$ cat src/hdl/rfpwd_pkg.sv
// rfpwd_pkg: shared constants and codes for the pulse-width code decoder
// no dependencies; imported by rf_pulse_width_code_decoder

package rfpwd_pkg;

	localparam int unsigned WIDTH_BITS   = 16;
	localparam int unsigned CODE_BITS    = 24;
	localparam int unsigned INDEX_BITS   = 6;
	localparam int unsigned CFG_IDX_BITS = 2;

	// pulses per frame and the last pulse that carries a bit
	localparam logic [INDEX_BITS-1:0] FRAME_PULSES   = INDEX_BITS'(50);
	localparam logic [INDEX_BITS-1:0] LAST_BIT_PULSE = INDEX_BITS'(48);
	localparam logic [INDEX_BITS-1:0] INDEX_MAX      = '1;

	typedef logic [WIDTH_BITS-1:0] width_t;
	typedef logic [CODE_BITS-1:0]  code_t;
	typedef logic [1:0]            status_t;

	// result status codes
	localparam status_t ST_NEW    = 2'd0;
	localparam status_t ST_REPEAT = 2'd1;
	localparam status_t ST_REJECT = 2'd2;
	localparam status_t ST_ZERO   = 2'd3;

	// configuration register indexes
	localparam logic [CFG_IDX_BITS-1:0] CFG_MID_THRESHOLD = 2'd0;
	localparam logic [CFG_IDX_BITS-1:0] CFG_LONG_LIMIT    = 2'd1;
	localparam logic [CFG_IDX_BITS-1:0] CFG_SHORT_LIMIT   = 2'd2;
	localparam logic [CFG_IDX_BITS-1:0] CFG_REPEAT_WINDOW = 2'd3;

	// register reset values
	localparam width_t MID_THRESHOLD_RST = 16'd700;
	localparam width_t LONG_LIMIT_RST    = 16'd2000;
	localparam width_t SHORT_LIMIT_RST   = 16'd150;
	localparam width_t REPEAT_WINDOW_RST = 16'd200;

	// input mode codes
	localparam logic MODE_PULSE = 1'b0;
	localparam logic MODE_TICK  = 1'b1;

endpackage

$ cat src/hdl/rf_pulse_width_code_decoder.sv
// rf_pulse_width_code_decoder: top level of the on-off-keyed pulse-width code decoder
// depends on rfpwd_pkg

// Takes one item per transfer on the input channel: either a received pulse width
// (mode 0) or a millisecond tick (mode 1). A frame of exactly 50 pulses yields a
// 24-bit code, one bit from each of pulses 2, 4, ..., 48, MSB first; pulses 49 and
// 50 only count. The pulse marked frame_end produces one result transfer with a
// status (new, repeat suppressed, rejected, zero code rejected) and the code, which
// is zero for both reject statuses. Ticks and other pulses produce no result. An
// item enters an input register and, once it may leave it, is fully judged by one
// compare-and-shift step, which writes the frame state and the output register.
// Sustained rate is one item per clock while results are taken. The input channel
// stalls only when a frame_end pulse waits in the input register while the output
// register holds an untaken result. Configuration writes are always accepted and
// take effect on the next clock; write only while the block is idle.

module rf_pulse_width_code_decoder
	import rfpwd_pkg::*;
(
	input  logic                    clk,
	input  logic                    arst_n,
	// configuration write channel
	input  logic                    cfg_valid,
	output logic                    cfg_ready,
	input  logic [CFG_IDX_BITS-1:0] cfg_index,
	input  logic [WIDTH_BITS-1:0]   cfg_data,
	// input item channel
	input  logic                    in_valid,
	output logic                    in_ready,
	input  logic                    mode,
	input  logic [WIDTH_BITS-1:0]   pulse_width,
	input  logic                    frame_start,
	input  logic                    frame_end,
	// result channel
	output logic                    out_valid,
	input  logic                    out_ready,
	output logic [1:0]              status,
	output logic [CODE_BITS-1:0]    code
);

	// configuration registers
	width_t mid_threshold_q;
	width_t long_limit_q;
	width_t short_limit_q;
	width_t repeat_window_q;

	// input register stage
	logic   valid_s1;
	logic   mode_s1;
	width_t width_s1;
	logic   start_s1;
	logic   end_s1;

	// decoder state
	logic [INDEX_BITS-1:0] pulse_index_q;
	width_t                previous_width_q;
	code_t                 shift_code_q;
	logic                  frame_bad_q;
	code_t                 last_code_q;
	width_t                elapsed_ms_q;

	// output register
	logic    out_valid_q;
	status_t status_q;
	code_t   code_q;

	// handshake control
	logic needs_out;
	logic out_free;
	logic fire;

	// next-state logic for one item
	logic [INDEX_BITS-1:0] idx_base;
	logic [INDEX_BITS-1:0] idx_next;
	code_t                 sc_base;
	code_t                 sc_next;
	logic                  bad_base;
	logic                  bad_next;
	logic                  bit_pulse;
	logic                  is_long;
	logic                  bit_bad;
	status_t               res_status;
	code_t                 res_code;
	logic                  res_new;

	assign cfg_ready = 1'b1;

	// a frame_end pulse needs room in the output register; everything else drains freely
	assign needs_out = (mode_s1 == MODE_PULSE) && end_s1;
	assign out_free  = !out_valid_q || out_ready;
	assign fire      = valid_s1 && (!needs_out || out_free);
	assign in_ready  = !valid_s1 || fire;

	always_ff @(posedge clk or negedge arst_n) begin
		if (!arst_n) begin
			mid_threshold_q <= MID_THRESHOLD_RST;
			long_limit_q    <= LONG_LIMIT_RST;
			short_limit_q   <= SHORT_LIMIT_RST;
			repeat_window_q <= REPEAT_WINDOW_RST;
		end else if (cfg_valid && cfg_ready) begin
			unique case (cfg_index)
				CFG_MID_THRESHOLD: mid_threshold_q <= cfg_data;
				CFG_LONG_LIMIT:    long_limit_q    <= cfg_data;
				CFG_SHORT_LIMIT:   short_limit_q   <= cfg_data;
				CFG_REPEAT_WINDOW: repeat_window_q <= cfg_data;
				default:           ;
			endcase
		end
	end

	// input register
	always_ff @(posedge clk or negedge arst_n) begin
		if (!arst_n) begin
			valid_s1 <= 1'b0;
		end else if (in_ready) begin
			valid_s1 <= in_valid;
		end
	end

	always_ff @(posedge clk) begin
		if (in_valid && in_ready) begin
			mode_s1  <= mode;
			width_s1 <= pulse_width;
			start_s1 <= frame_start;
			end_s1   <= frame_end;
		end
	end

	// frame_start clears the frame before this pulse counts
	always_comb begin
		idx_base = start_s1 ? '0 : pulse_index_q;
		sc_base  = start_s1 ? '0 : shift_code_q;
		bad_base = start_s1 ? 1'b0 : frame_bad_q;

		// pulse count saturates
		idx_next = (idx_base != INDEX_MAX) ? idx_base + 1'b1 : idx_base;

		// even pulses up to the last bit pulse carry a bit
		bit_pulse = !idx_next[0] && (idx_next <= LAST_BIT_PULSE);
		is_long   = width_s1 > mid_threshold_q;
		if (is_long) begin
			bit_bad = (width_s1 > long_limit_q) || (previous_width_q > mid_threshold_q);
		end else begin
			bit_bad = (width_s1 < short_limit_q) || (previous_width_q < mid_threshold_q);
		end

		sc_next  = bit_pulse ? {sc_base[CODE_BITS-2:0], is_long} : sc_base;
		bad_next = bad_base || (bit_pulse && bit_bad);

		// frame verdict
		res_new = 1'b0;
		if (bad_next || (idx_next != FRAME_PULSES)) begin
			res_status = ST_REJECT;
			res_code   = '0;
		end else if (sc_next == '0) begin
			res_status = ST_ZERO;
			res_code   = '0;
		end else if ((sc_next == last_code_q) && (elapsed_ms_q <= repeat_window_q)) begin
			res_status = ST_REPEAT;
			res_code   = sc_next;
		end else begin
			res_status = ST_NEW;
			res_code   = sc_next;
			res_new    = 1'b1;
		end
	end

	// decoder state
	always_ff @(posedge clk or negedge arst_n) begin
		if (!arst_n) begin
			pulse_index_q    <= '0;
			previous_width_q <= '0;
			shift_code_q     <= '0;
			frame_bad_q      <= 1'b0;
			last_code_q      <= '0;
			elapsed_ms_q     <= '1;
		end else if (fire) begin
			if (mode_s1 == MODE_TICK) begin
				// saturating millisecond timer
				if (elapsed_ms_q != '1) begin
					elapsed_ms_q <= elapsed_ms_q + 1'b1;
				end
			end else begin
				previous_width_q <= width_s1;
				if (end_s1) begin
					// frame judged: clear frame state for the next pulse
					pulse_index_q <= '0;
					shift_code_q  <= '0;
					frame_bad_q   <= 1'b0;
					if (res_new) begin
						last_code_q  <= sc_next;
						elapsed_ms_q <= '0;
					end
				end else begin
					pulse_index_q <= idx_next;
					shift_code_q  <= sc_next;
					frame_bad_q   <= bad_next;
				end
			end
		end
	end

	// output register
	always_ff @(posedge clk or negedge arst_n) begin
		if (!arst_n) begin
			out_valid_q <= 1'b0;
		end else if (fire && needs_out) begin
			out_valid_q <= 1'b1;
		end else if (out_ready) begin
			out_valid_q <= 1'b0;
		end
	end

	always_ff @(posedge clk) begin
		if (fire && needs_out) begin
			status_q <= res_status;
			code_q   <= res_code;
		end
	end

	assign out_valid = out_valid_q;
	assign status    = status_q;
	assign code      = code_q;

	// reject statuses always carry a zero code
	a_reject_zero_code: assert property (@(posedge clk) disable iff (!arst_n)
		out_valid && ((status == ST_REJECT) || (status == ST_ZERO)) |-> code == '0)
		else $error("reject result carries nonzero code");

	// a new code is never zero
	a_new_nonzero: assert property (@(posedge clk) disable iff (!arst_n)
		out_valid && (status == ST_NEW) |-> code != '0)
		else $error("new code result is zero");

	// a new code report restarts the repeat timer and records the code
	a_new_updates: assert property (@(posedge clk) disable iff (!arst_n)
		fire && needs_out && res_new |=>
			(elapsed_ms_q == '0) && (last_code_q == code_q) && (status_q == ST_NEW))
		else $error("new code did not update repeat state");

	// after a frame_end pulse the frame state is clear
	a_frame_cleared: assert property (@(posedge clk) disable iff (!arst_n)
		fire && needs_out |=> (pulse_index_q == '0) && (shift_code_q == '0) && !frame_bad_q)
		else $error("frame state not cleared after frame end");

endmodule

$ cat config.mk
export PLATFORM = sky130hd
export DESIGN_NAME = rf_pulse_width_code_decoder
export DESIGN_NICKNAME = d
export VERILOG_FILES = /design/src/hdl/rfpwd_pkg.sv /design/src/hdl/rf_pulse_width_code_decoder.sv
export SDC_FILE = /design/constraint.sdc
export NUM_CORES = 1
export LEC_CHECK = 0
export CAP_MARGIN = 20
export CORE_MARGIN = 4
export CORE_UTILIZATION = 60
export CTS_BUF_LIST = sky130_fd_sc_hd__clkbuf_8
export CTS_CLUSTER_DIAMETER = 80
export DETAILED_ROUTE_END_ITERATION = 8
export DONT_BUFFER_PORTS = 1
export GPL_ROUTABILITY_DRIVEN = 1
export MAX_ROUTING_LAYER = met4
export PLACE_DENSITY_LB_ADDON = 0.3
export SLEW_MARGIN = 20
export SYNTH_ARGS = -nofsm -noshare
export SYNTH_HDL_FRONTEND = slang
export SYNTH_SLANG_ARGS = --single-unit
export TNS_END_PERCENT = 10
$ cat constraint.sdc
create_clock -name clk -period 5.8 [get_ports clk]
set_input_delay 0 -clock clk [delete_from_list [all_inputs] [get_ports clk]]
set_output_delay 0 -clock clk [all_outputs]
set_load 0.01 [all_outputs]
* Word level (Yosys, flattened, before mapping)
Index checks and enable logic that the tools add are counted.
Storage, ports and cells: register bits after elaboration 198, latch bits 0, memory bits (writable) 0, memory bits (read-only) 0, logic and storage cells 88, memories 0
Cells by class: $add $sub $neg 2, multiply operators 0, divide/modulo/power cells 0, magnitude comparators 7, equality and inequality tests 8, shift-type cells 0, multiplexer cells 20, bitwise gates (word level) 1, reduce and logical (&&, ||, !) cells 31
Operators by type and width (count):
- 2-to-1 mux 24 bit | 3
- 2-to-1 mux 16 bit | 4
- > comparator 16 bit | 3
- < comparator 16 bit | 2
- == test 24 bit | 1
- zero test 24 bit | 1
- 2-to-1 mux 6 bit | 3
- adder 16 x 1 -> 16 bit (second input constant) | 1
- <= comparator 16 bit | 1
- != test 16 bit (second input constant) | 1
- != test 6 bit (second input constant) | 2
- 2-to-1 mux 1 bit | 10
- AND reduction 2 bit | 5
- AND reduction 4 bit | 2
- logical AND 1 bit | 7
- logical OR 1 bit | 7
- adder 6 x 1 -> 6 bit (second input constant) | 1
- <= comparator 6 bit (second input constant) | 1
- nonzero test 2 bit | 3
- == test 2 bit (second input constant) | 2
- zero test 1 bit | 4
- == test 2 x 1 -> 1 bit (second input constant) | 1
- zero test 2 bit | 1
- != test 2 x 1 -> 1 bit (second input constant) | 1
- other kinds (2) | 2

* Longest topological paths before layout
Gate-level depths: netlist of the first run.
depth in word-level cells 14, depth in mapped cells 22

* Least setup slack after synthesis of the first run
Ideal clock, no wire load.
path type reg2reg, start register start_s1, end register last_code_q[10], library setup time 0.125 ns, data arrival time 4.741 ns, path slack 0.934 ns, stages on the path, launching flop included 19, path buffers 6, cell sequence edfxtp_1 > clkbuf_1 > clkbuf_1 > clkbuf_1 > clkbuf_1 > nor2b_1 > ha_1 > nand2_1 > and4_1 > buf_4 > o32a_2 > nor3_2 > or3_1 > a22o_1 > or4_1 > or4_4 > nor4b_4 > buf_6 > mux2_4
Between the ends: longest elaborated chain between the ends 12
RTL lines:
- start, declared | line rf_pulse_width_code_decoder.sv:51 | logic start_s1;
- start signal, assigned | line rf_pulse_width_code_decoder.sv:124 | start_s1 <= frame_start;
- 2-to-1 mux 6 bit | line rf_pulse_width_code_decoder.sv:131 | idx_base = start_s1 ? '0 : pulse_index_q;
- adder 6 x 1 -> 6 bit / != test 6 bit (equally long branches) | line rf_pulse_width_code_decoder.sv:136 | idx_next = (idx_base != INDEX_MAX) ? idx_base + 1'b1 : idx_base;
- 2-to-1 mux 6 bit | line rf_pulse_width_code_decoder.sv:136
- <= comparator 6 bit / zero test 1 bit (equally long branches) | line rf_pulse_width_code_decoder.sv:139 | bit_pulse = !idx_next[0] && (idx_next <= LAST_BIT_PULSE);
- logical AND 1 bit | line rf_pulse_width_code_decoder.sv:139
- 2-to-1 mux 24 bit | line rf_pulse_width_code_decoder.sv:147 | sc_next = bit_pulse ? {sc_base[CODE_BITS-2:0], is_long} : sc_base;
- == test 24 bit | line rf_pulse_width_code_decoder.sv:158 | end else if ((sc_next == last_code_q) && (elapsed_ms_q <= repeat_window_q)) begin
- logical AND 1 bit | line rf_pulse_width_code_decoder.sv:158
- 2-to-1 mux 1 bit | line rf_pulse_width_code_decoder.sv:158
- 2-to-1 mux 1 bit | line rf_pulse_width_code_decoder.sv:155 | end else if (sc_next == '0) begin
- 2-to-1 mux 1 bit | line rf_pulse_width_code_decoder.sv:152 | if (bad_next || (idx_next != FRAME_PULSES)) begin
- AND reduction 4 bit (no source line)
- end signal, assigned | line rf_pulse_width_code_decoder.sv:191 | last_code_q <= sc_next;
- end, declared | line rf_pulse_width_code_decoder.sv:59 | code_t last_code_q;
Several ways; a longest one is shown, not always the timed one. A chain may end at the register's enable or synchronous reset.

* Worst setup path in the final report of the first run
start register pulse_index_q[0], end register last_code_q[23]
Between the ends: longest elaborated chain between the ends 12
RTL lines:
- start, declared | line rf_pulse_width_code_decoder.sv:55 | logic [INDEX_BITS-1:0] pulse_index_q;
- start signal, assigned | line rf_pulse_width_code_decoder.sv:195 | pulse_index_q <= idx_next;
- 2-to-1 mux 6 bit (*) | line rf_pulse_width_code_decoder.sv:131
- adder 6 x 1 -> 6 bit / != test 6 bit (equally long branches) | line rf_pulse_width_code_decoder.sv:136
- 2-to-1 mux 6 bit (*) | line rf_pulse_width_code_decoder.sv:136
- <= comparator 6 bit / zero test 1 bit (equally long branches) | line rf_pulse_width_code_decoder.sv:139
- logical AND 1 bit | line rf_pulse_width_code_decoder.sv:139
- 2-to-1 mux 24 bit | line rf_pulse_width_code_decoder.sv:147
- == test 24 bit | line rf_pulse_width_code_decoder.sv:158
- logical AND 1 bit | line rf_pulse_width_code_decoder.sv:158
- 2-to-1 mux 1 bit | line rf_pulse_width_code_decoder.sv:158
- 2-to-1 mux 1 bit | line rf_pulse_width_code_decoder.sv:155
- 2-to-1 mux 1 bit | line rf_pulse_width_code_decoder.sv:152
- AND reduction 4 bit (no source line)
Mark *: on every way between the ends. The rest lies on a longest branch, timed or not.

==> results of run 1 <==
==> state kept, by name, summed over array words and instances, names as in the netlist <==
name / count
end_s1: 1
start_s1: 1
status: 2
mid_threshold_q: 16
pulse_index_q: 6
mode_s1: 1
valid_s1: 1
out_valid: 1
repeat_window_q: 16
last_code_q: 24
short_limit_q: 16
shift_code_q: 24
long_limit_q: 16
frame_bad_q: 1
code: 24
width_s1: 16
elapsed_ms_q: 16
previous_width_q: 16
==> cells in the mapped netlist, drive strengths merged (6+ instances only) <==
library cell,instances
nand2,127
dfrtp,118
inv,86
ha,81
o21ai,77
mux2,69
a21oi,52
edfxtp,45
nor2,37
nor2b,36
dfstp,35
clkbuf,31
nand3,28
nand2b,25
nor3,24
a21o,21
nand4,21
a22o,17
buf,17
or2,13
and3,11
mux2i,11
xnor2,11
a211oi,8
o22ai,7
a221oi,6
nand3b,6
nand4b,6
or3,6
==> cells in the final DEF, fill, tap and decap left out, types with 13 or more instances in the layout <==
master                          count
sky130_fd_sc_hd__nand2b_1          25
sky130_fd_sc_hd__ha_1              81
sky130_fd_sc_hd__edfxtp_1          45
sky130_fd_sc_hd__clkbuf_8          17
sky130_fd_sc_hd__a21o_1            21
sky130_fd_sc_hd__mux2_4            18
sky130_fd_sc_hd__nand3_1           28
sky130_fd_sc_hd__nor2_1            36
sky130_fd_sc_hd__nor3_1            23
sky130_fd_sc_hd__nand2_1          127
sky130_fd_sc_hd__o21ai_0           75
sky130_fd_sc_hd__or2_2             13
sky130_fd_sc_hd__dlygate4sd3_1     62
sky130_fd_sc_hd__dfrtp_1          118
sky130_fd_sc_hd__nand4_1           21
sky130_fd_sc_hd__a22o_1            17
sky130_fd_sc_hd__a21oi_1           51
sky130_fd_sc_hd__inv_1             86
sky130_fd_sc_hd__dfstp_2           35
sky130_fd_sc_hd__buf_4             15
sky130_fd_sc_hd__nor2b_1           35
sky130_fd_sc_hd__mux2_2            51
==> cell families after synthesis <==
| family | after synthesis | share of synthesized area |
|---|---|---|
| simple gates | 367 | 0.169 |
| compound gates | 246 | 0.142 |
| flops | 198 | 0.458 |
| buf+inv | 135 | 0.0476 |
| fa+ha+maj | 81 | 0.0889 |
| mux | 80 | 0.0838 |
| xor+xnor | 13 | 0.00999 |
| other cells | 1 | 0.000329 |
==> stage by stage <==
stage | hold slack, ns | cells | power (mW) | utilization
floorplan | -0.296 | 1121 | 2.19 | -
global placement | -0.290 | 1322 | 2.32 | 0.620
detailed placement | -0.290 | 1322 | 2.36 | 0.620
CTS | 0.0464 | 1417 | 3.34 | 0.676
global route | 0.0689 | 1417 | 3.54 | 0.676
finish | 0.0724 | 1417 | 3.34 | 0.676
==> cell type report <==
cell class              instances  area (um2)  share of cell area
multi-input cells             788        5640               0.446
well taps                     234         293              0.0231
repair buffers                 78         761              0.0601
flip-flops and latches        198        5220               0.413
clock buffers                  17         234              0.0185
clock inverters                15         171              0.0135
inverters                      87         327              0.0258
==> layer usage <==
layer | part of all wire | global-route usage | up-vias
li1 | - | - | 4123
met1 | 0.44 | 0.381 | 4262
met2 | 0.47 | 0.432 | 303
met3 | 0.060 | 0.0476 | 60
met4 | 0.025 | 0.0874 | 0
met5 | 0 | - | -
==> path summary, 6_finish.rpt <==
kind	cells past startpoint	slack, ns	endpoint	start
max	15	0.48	last_code_q[23]	pulse_index_q[0]
min	2	0.07	width_s1[0]	in_valid
max reg2reg	15	0.48	last_code_q[23]	pulse_index_q[0]
min reg2reg	2	0.50	previous_width_q[6]	previous_width_q[6]
max in group asynchronous	2	4.99	pulse_index_q[4]	arst_n
min in group asynchronous	2	0.11	last_code_q[13]	arst_n
==> timing repair <==
item	in CTS	in global routing
hold buffers	63	0
hold endpoints to repair	239	0
buffers inserted	0	0
==> power by group through the flow <==
stage | clock, mW | sequential [mW] | combinational (mW)
2_1_floorplan | 0 | 1.69 | 0.494
3_3_place_gp | 0 | 1.73 | 0.596
3_5_place_dp | 0 | 1.73 | 0.625
4_1_cts | 0.932 | 1.70 | 0.705
5_1_grt | 0.995 | 1.73 | 0.817
6_report | 0.917 | 1.71 | 0.715
==> impl_metrics.csv, run 1 <==
group,metric,value,unit
status,outcome,"completed",
place,routabilityCongestion,0.925,
drt,detail_route.iter0.violations,563,
synthesis,area_share_of_the_largest_cell_type_after_synthesis,0.259,
place,dpl_cell_area,11600,um2
drt,route.vias.total,8748,
synthesis,biggest_area_contributors_in_the_synthesized_netlist,"sky130_fd_sc_hd__dfrtp_1 26%, sky130_fd_sc_hd__edfxtp_1 12%, sky130_fd_sc_hd__ha_1 8.9%",
power,cellPowerDensity,264,nW/um2
layout,number_of_filler_cells_placed_in_the_layout,1382,
power,internal-power,2.32,mW
floorplan,dieHeight,146,um
global_route,pin_count_of_the_biggest_net_entering_global_routing,154,
drt,drc,0,
layout,nNetsFinal,1293,
global_route,globalRoute.totalOverflow,0,
synthesis,netlist.top_cell.by_area,"sky130_fd_sc_hd__dfrtp_1",
layout,area.growth.synth_to_final,11.0,%
critical_path,worstPathMaxFanout,17,
drt,finalWirelength,28.1,mm
timing,tightestPinTransition,0.956,ns
floorplan,row_count,50,
power,power.switching,1.02,mW
clock_network,cts_root_buffer,"sky130_fd_sc_hd__clkbuf_8",
place,dp_hpwl,19.3,mm
layout,antenna_cells_inserted,0,
power,p_clk_frac,0.275,
layout,postLayoutCellArea,12700,um2
critical_path,critical-path-top-delay-family,"simple AND/OR/NAND/NOR gates",
synthesis,netlist_instances,1121,
global_route,grtUsageTotal,0.280,
timing,timing_hold_violations_final,0,
timing,finalMaxSlewViolations,0,
drt,detailedRoute.firstPassIterationCount,5,
timing,finClkSkew,0.0190,ns
synthesis,postSynthRegisterBits,198,
floorplan,floorplan.die_area,21300,um2
clock_network,clock_path_buffers,2,
timing,max_freq,188,MHz
synthesis,postSynth.asyncResetShare,0.773,
synthesis,seq_area_frac_synth,0.458,
layout,post_route_cells_drive_above_1_share,0.150,
timing,layout_worst_path_cycle_share,0.917,
global_route,antenna_found_initial,0,
critical_path,worstSetupPathType,"register to register",
timing,setup_viol,0,
synthesis,synth_fp_nets,1244,
drt,antenna_left,0,
synthesis,yosysWarnings,0,
synthesis,syn-cell-area,11400,um2
clock_network,number_of_sinks_on_the_clock_net,198,
clock_network,clkSlewWorstSetupHoldPaths,0.11,ns
min_path,hold_path_class,"input pin to register",
power,pwr-share-comb,0.214,
power,power.share.switching,0.306,
place,place_worst_setup_slack,0.573,ns
power,share_seq_of_total_power,0.511,
place,placement.io_buffers,0,
clock_network,tritoncts.num_buffers,17,
timing,timing.max_slew.rel_slack,0.360,
floorplan,standard_cell_core_area,18700,um2
power,ir_drop_worst_case_vdd,0.000218,V
critical_path,worst_path_required_time,6.17,ns
critical_path,critical_path.endpoint_type,"register",
critical_path,path_buf_inv,3,
floorplan,io-pin-count,71,
critical_path,worst_path_max_delay_cell,"sky130_fd_sc_hd__nor4b_4",
clock_network,post_cts_resized,0,
synthesis,synth_flop_cell,"sky130_fd_sc_hd__dfrtp_1",
clock_network,htreeDepth,4,
global_route,vias_in_the_first_global_route,8671,
timing,fin_setup_tns,0,ns
power,power.static_leakage,5.57,nW
timing,unrepaired_setup_endpoints_after_global_routing,"no",
critical_path,critical_path.max_stage_delay,0.81,ns
floorplan,floorplan.initialDensity,0.609,
synthesis,synth_cell_types,76,
critical_path,start_kind,"register",
clock_network,worst_skew_pair.late_latency,0.48,ns
timing,post-route-min-period,5.32,ns
critical_path,timing.critical_path.arrival,5.69,ns
critical_path,critical_path.cell_chain,"nand2b_1 > inv_1 > ha_1 > nand3b_4 > o22a_1 > o32ai_4 > nand2_1 > buf_4 > mux2i_1 > a211oi_1 > nand4b_1 > nand2b_1 > nor4b_4 > buf_4 > mux2_2",
drt,avgViaCountPerCell,6.17,
floorplan,die_w,146,um
global_route,first_pass_grt_wire_length,46.5,mm
drt,wl_per_cell,19.9,um
timing,timing.final.ws_setup,0.483,ns
synthesis,edff_count_synth,45,
flow_run,drv.max_cap_violation_count,0,
synthesis,syn-mean-instance-area,10.2,um2
clock_network,cts_tree,"done",
(Power assumes the default switching activity.)
==> inputs of run 2 (changes only) <==
Settings changed: CORE_MARGIN 4 to 10, SLEW_MARGIN 20 to 30.
Clock period 5.8 ns to 4.65 ns, I/O delays scaled along.
==> impl_metrics.csv, run 2 (synthesized netlist as in run 1, its figures left out) <==
group,metric,value,unit
power,cellPowerDensity,327,nW/um2
timing,timing_hold_violations_final,0,
clock_network,htreeDepth,4,
critical_path,worstPathMaxFanout,17,
place,dpl_cell_area,11800,um2
critical_path,worst_path_max_delay_cell,"sky130_fd_sc_hd__or4_1",
critical_path,worst_path_required_time,5.03,ns
min_path,hold_path_class,"input pin to register",
critical_path,critical_path.endpoint_type,"register",
floorplan,die_w,158,um
layout,post_route_cells_drive_above_1_share,0.176,
status,outcome,"completed",
drt,detail_route.iter0.violations,760,
place,place_worst_setup_slack,0.103,ns
flow_run,drv.max_cap_violation_count,0,
critical_path,critical_path.cell_chain,"nand2b_1 > inv_1 > ha_4 > nand3b_4 > o22a_4 > o32ai_4 > a21oi_1 > or3_1 > a22o_1 > or4_1 > or4_4 > nor4b_4 > buf_6 > buf_12 > mux2_4",
global_route,antenna_found_initial,0,
layout,area.sequential,5220,um2
critical_path,critical-path-top-delay-family,"simple AND/OR/NAND/NOR gates",
drt,finalWirelength,30.0,mm
layout,area.growth.synth_to_final,14.0,%
place,dp_hpwl,20.6,mm
floorplan,floorplan.die_area,24900,um2
layout,antenna_cells_inserted,0,
drt,detailedRoute.firstPassIterationCount,8,
timing,fin_worst_hold_slack,0.0769,ns
global_route,grtUsageTotal,0.256,
timing,max_freq,223,MHz
power,ir_drop_worst_case_vdd,0.000329,V
global_route,first_pass_grt_wire_length,48.5,mm
layout,commonest_non_fill_non_tap_cell_in_the_layout,"sky130_fd_sc_hd__nand2_1",
critical_path,critical_path.max_stage_delay,0.55,ns
layout,multiInputGateArea,5720,um2
place,routabilityCongestion,0.928,
drt,avgViaCountPerCell,6.15,
drt,antenna_left,0,
clock_network,worst_skew_pair.late_latency,0.49,ns
critical_path,timing.critical_path.arrival,4.86,ns
floorplan,row_count,50,
global_route,vias_in_the_first_global_route,8905,
timing,timing.max_slew.rel_slack,0.391,
layout,postLayoutCellArea,13000,um2
floorplan,standard_cell_core_area,18700,um2
clock_network,cts_root_buffer,"sky130_fd_sc_hd__clkbuf_8",
clock_network,clkSlewWorstSetupHoldPaths,0.10,ns
drt,route.vias.total,8898,
timing,finalMaxSlewViolations,0,
power,power.static_leakage,5.73,nW
clock_network,tritoncts.num_buffers,17,
global_route,globalRoute.totalOverflow,0,
clock_network,clock_path_buffers,2,
clock_network,number_of_sinks_on_the_clock_net,198,
critical_path,start_kind,"register",
layout,highest_count_cells_in_the_layout_ignoring_fill_and_taps,"125 x sky130_fd_sc_hd__nand2_1, 118 x sky130_fd_sc_hd__dfrtp_1, 87 x sky130_fd_sc_hd__inv_1",
timing,timing.final.ws_setup,0.170,ns
clock_network,cts_tree,"done",
timing,setup_viol,0,
layout,nNetsFinal,1322,
drt,wl_per_cell,20.8,um
floorplan,io-pin-count,71,
timing,tightestPinTransition,0.911,ns
timing,layout_worst_path_cycle_share,0.963,
place,placement.io_buffers,0,
critical_path,path_buf_inv,3,
floorplan,dieHeight,158,um
drt,drc,0,
layout,number_of_filler_cells_placed_in_the_layout,1371,
floorplan,floorplan.initialDensity,0.609,
timing,finClkSkew,0.0162,ns
global_route,pin_count_of_the_biggest_net_entering_global_routing,154,
timing,post-route-min-period,4.48,ns
critical_path,worstSetupPathType,"register to register",
run 2: changes by cell type in the layout (fill, tap and decap cells not counted), moves of 2 or more:
cell                            previous run  this run
sky130_fd_sc_hd__nor3_2                    1         4
sky130_fd_sc_hd__dlygate4sd3_1            62        66
sky130_fd_sc_hd__nor3_1                   23        20
sky130_fd_sc_hd__nand2_2                   0         2
sky130_fd_sc_hd__buf_4                    15        38
sky130_fd_sc_hd__nand2_1                 127       125
sky130_fd_sc_hd__clkinv_4                  5         2
run 2: report_power, final:
group          switching (mW)  total, mW  internal [mW]
Combinational           0.510      0.935          0.424
Sequential              0.135       2.13           1.99
Clock                   0.636       1.19          0.552
run 2: final cells by class:
cell class	instances	share of cell area
tap	234	0.0225
multi-input combinational	788	0.440
timing repair buffer	107	0.0774
sequential	198	0.402
clock inverter	14	0.0136
clock buffer	18	0.0191
inverter	87	0.0251
run 2: layer usage:
layer,share of wire,track usage
met5,0,-
met1,0.44,0.332
met2,0.47,0.403
met4,0.025,0.0877
met3,0.056,0.0418
run 2: timing repair:
item                       CTS  global route
hold endpoints to repair   239             0
gates resized for setup      0            13
buffers inserted             0             4
setup endpoints to repair    0            19
hold buffers                67             0
run 2: metrics by stage:
step	total power, mW	util	instances	TNS (ns)
6_report	4.25	0.694	1446	0
5_1_grt	4.49	0.694	1446	-0.0441
4_1_cts	4.23	0.688	1441	0
3_5_place_dp	2.95	0.629	1342	0
3_3_place_gp	2.91	0.629	1342	0
2_1_floorplan	2.73	-	1121	0
run 2: final timing paths:
check	slack (ns)	endpoint	depth (start not counted)	from
min in group asynchronous	0.12	short_limit_q[8]	2	arst_n
hold reg to reg	0.49	shift_code_q[15]	2	shift_code_q[15]
setup reg to reg	0.17	last_code_q[18]	15	start_s1
hold / removal	0.08	end_s1	2	in_valid
setup / recovery	0.17	last_code_q[18]	15	start_s1
max in group asynchronous	3.87	previous_width_q[9]	2	arst_n
run 2: worst reg2reg max path, stage by stage (launching register included):
cell and delay (ns):
sky130_fd_sc_hd__edfxtp_1 0.44, sky130_fd_sc_hd__nand2b_1 0.19, sky130_fd_sc_hd__inv_1 0.11, sky130_fd_sc_hd__ha_4 0.20, sky130_fd_sc_hd__nand3b_4 0.12, sky130_fd_sc_hd__o22a_4 0.26
sky130_fd_sc_hd__o32ai_4 0.40, sky130_fd_sc_hd__a21oi_1 0.15, sky130_fd_sc_hd__or3_1 0.32, sky130_fd_sc_hd__a22o_1 0.26, sky130_fd_sc_hd__or4_1 0.55, sky130_fd_sc_hd__or4_4 0.51
sky130_fd_sc_hd__nor4b_4 0.19, sky130_fd_sc_hd__buf_6 0.20, sky130_fd_sc_hd__buf_12 0.16, sky130_fd_sc_hd__mux2_4 0.32
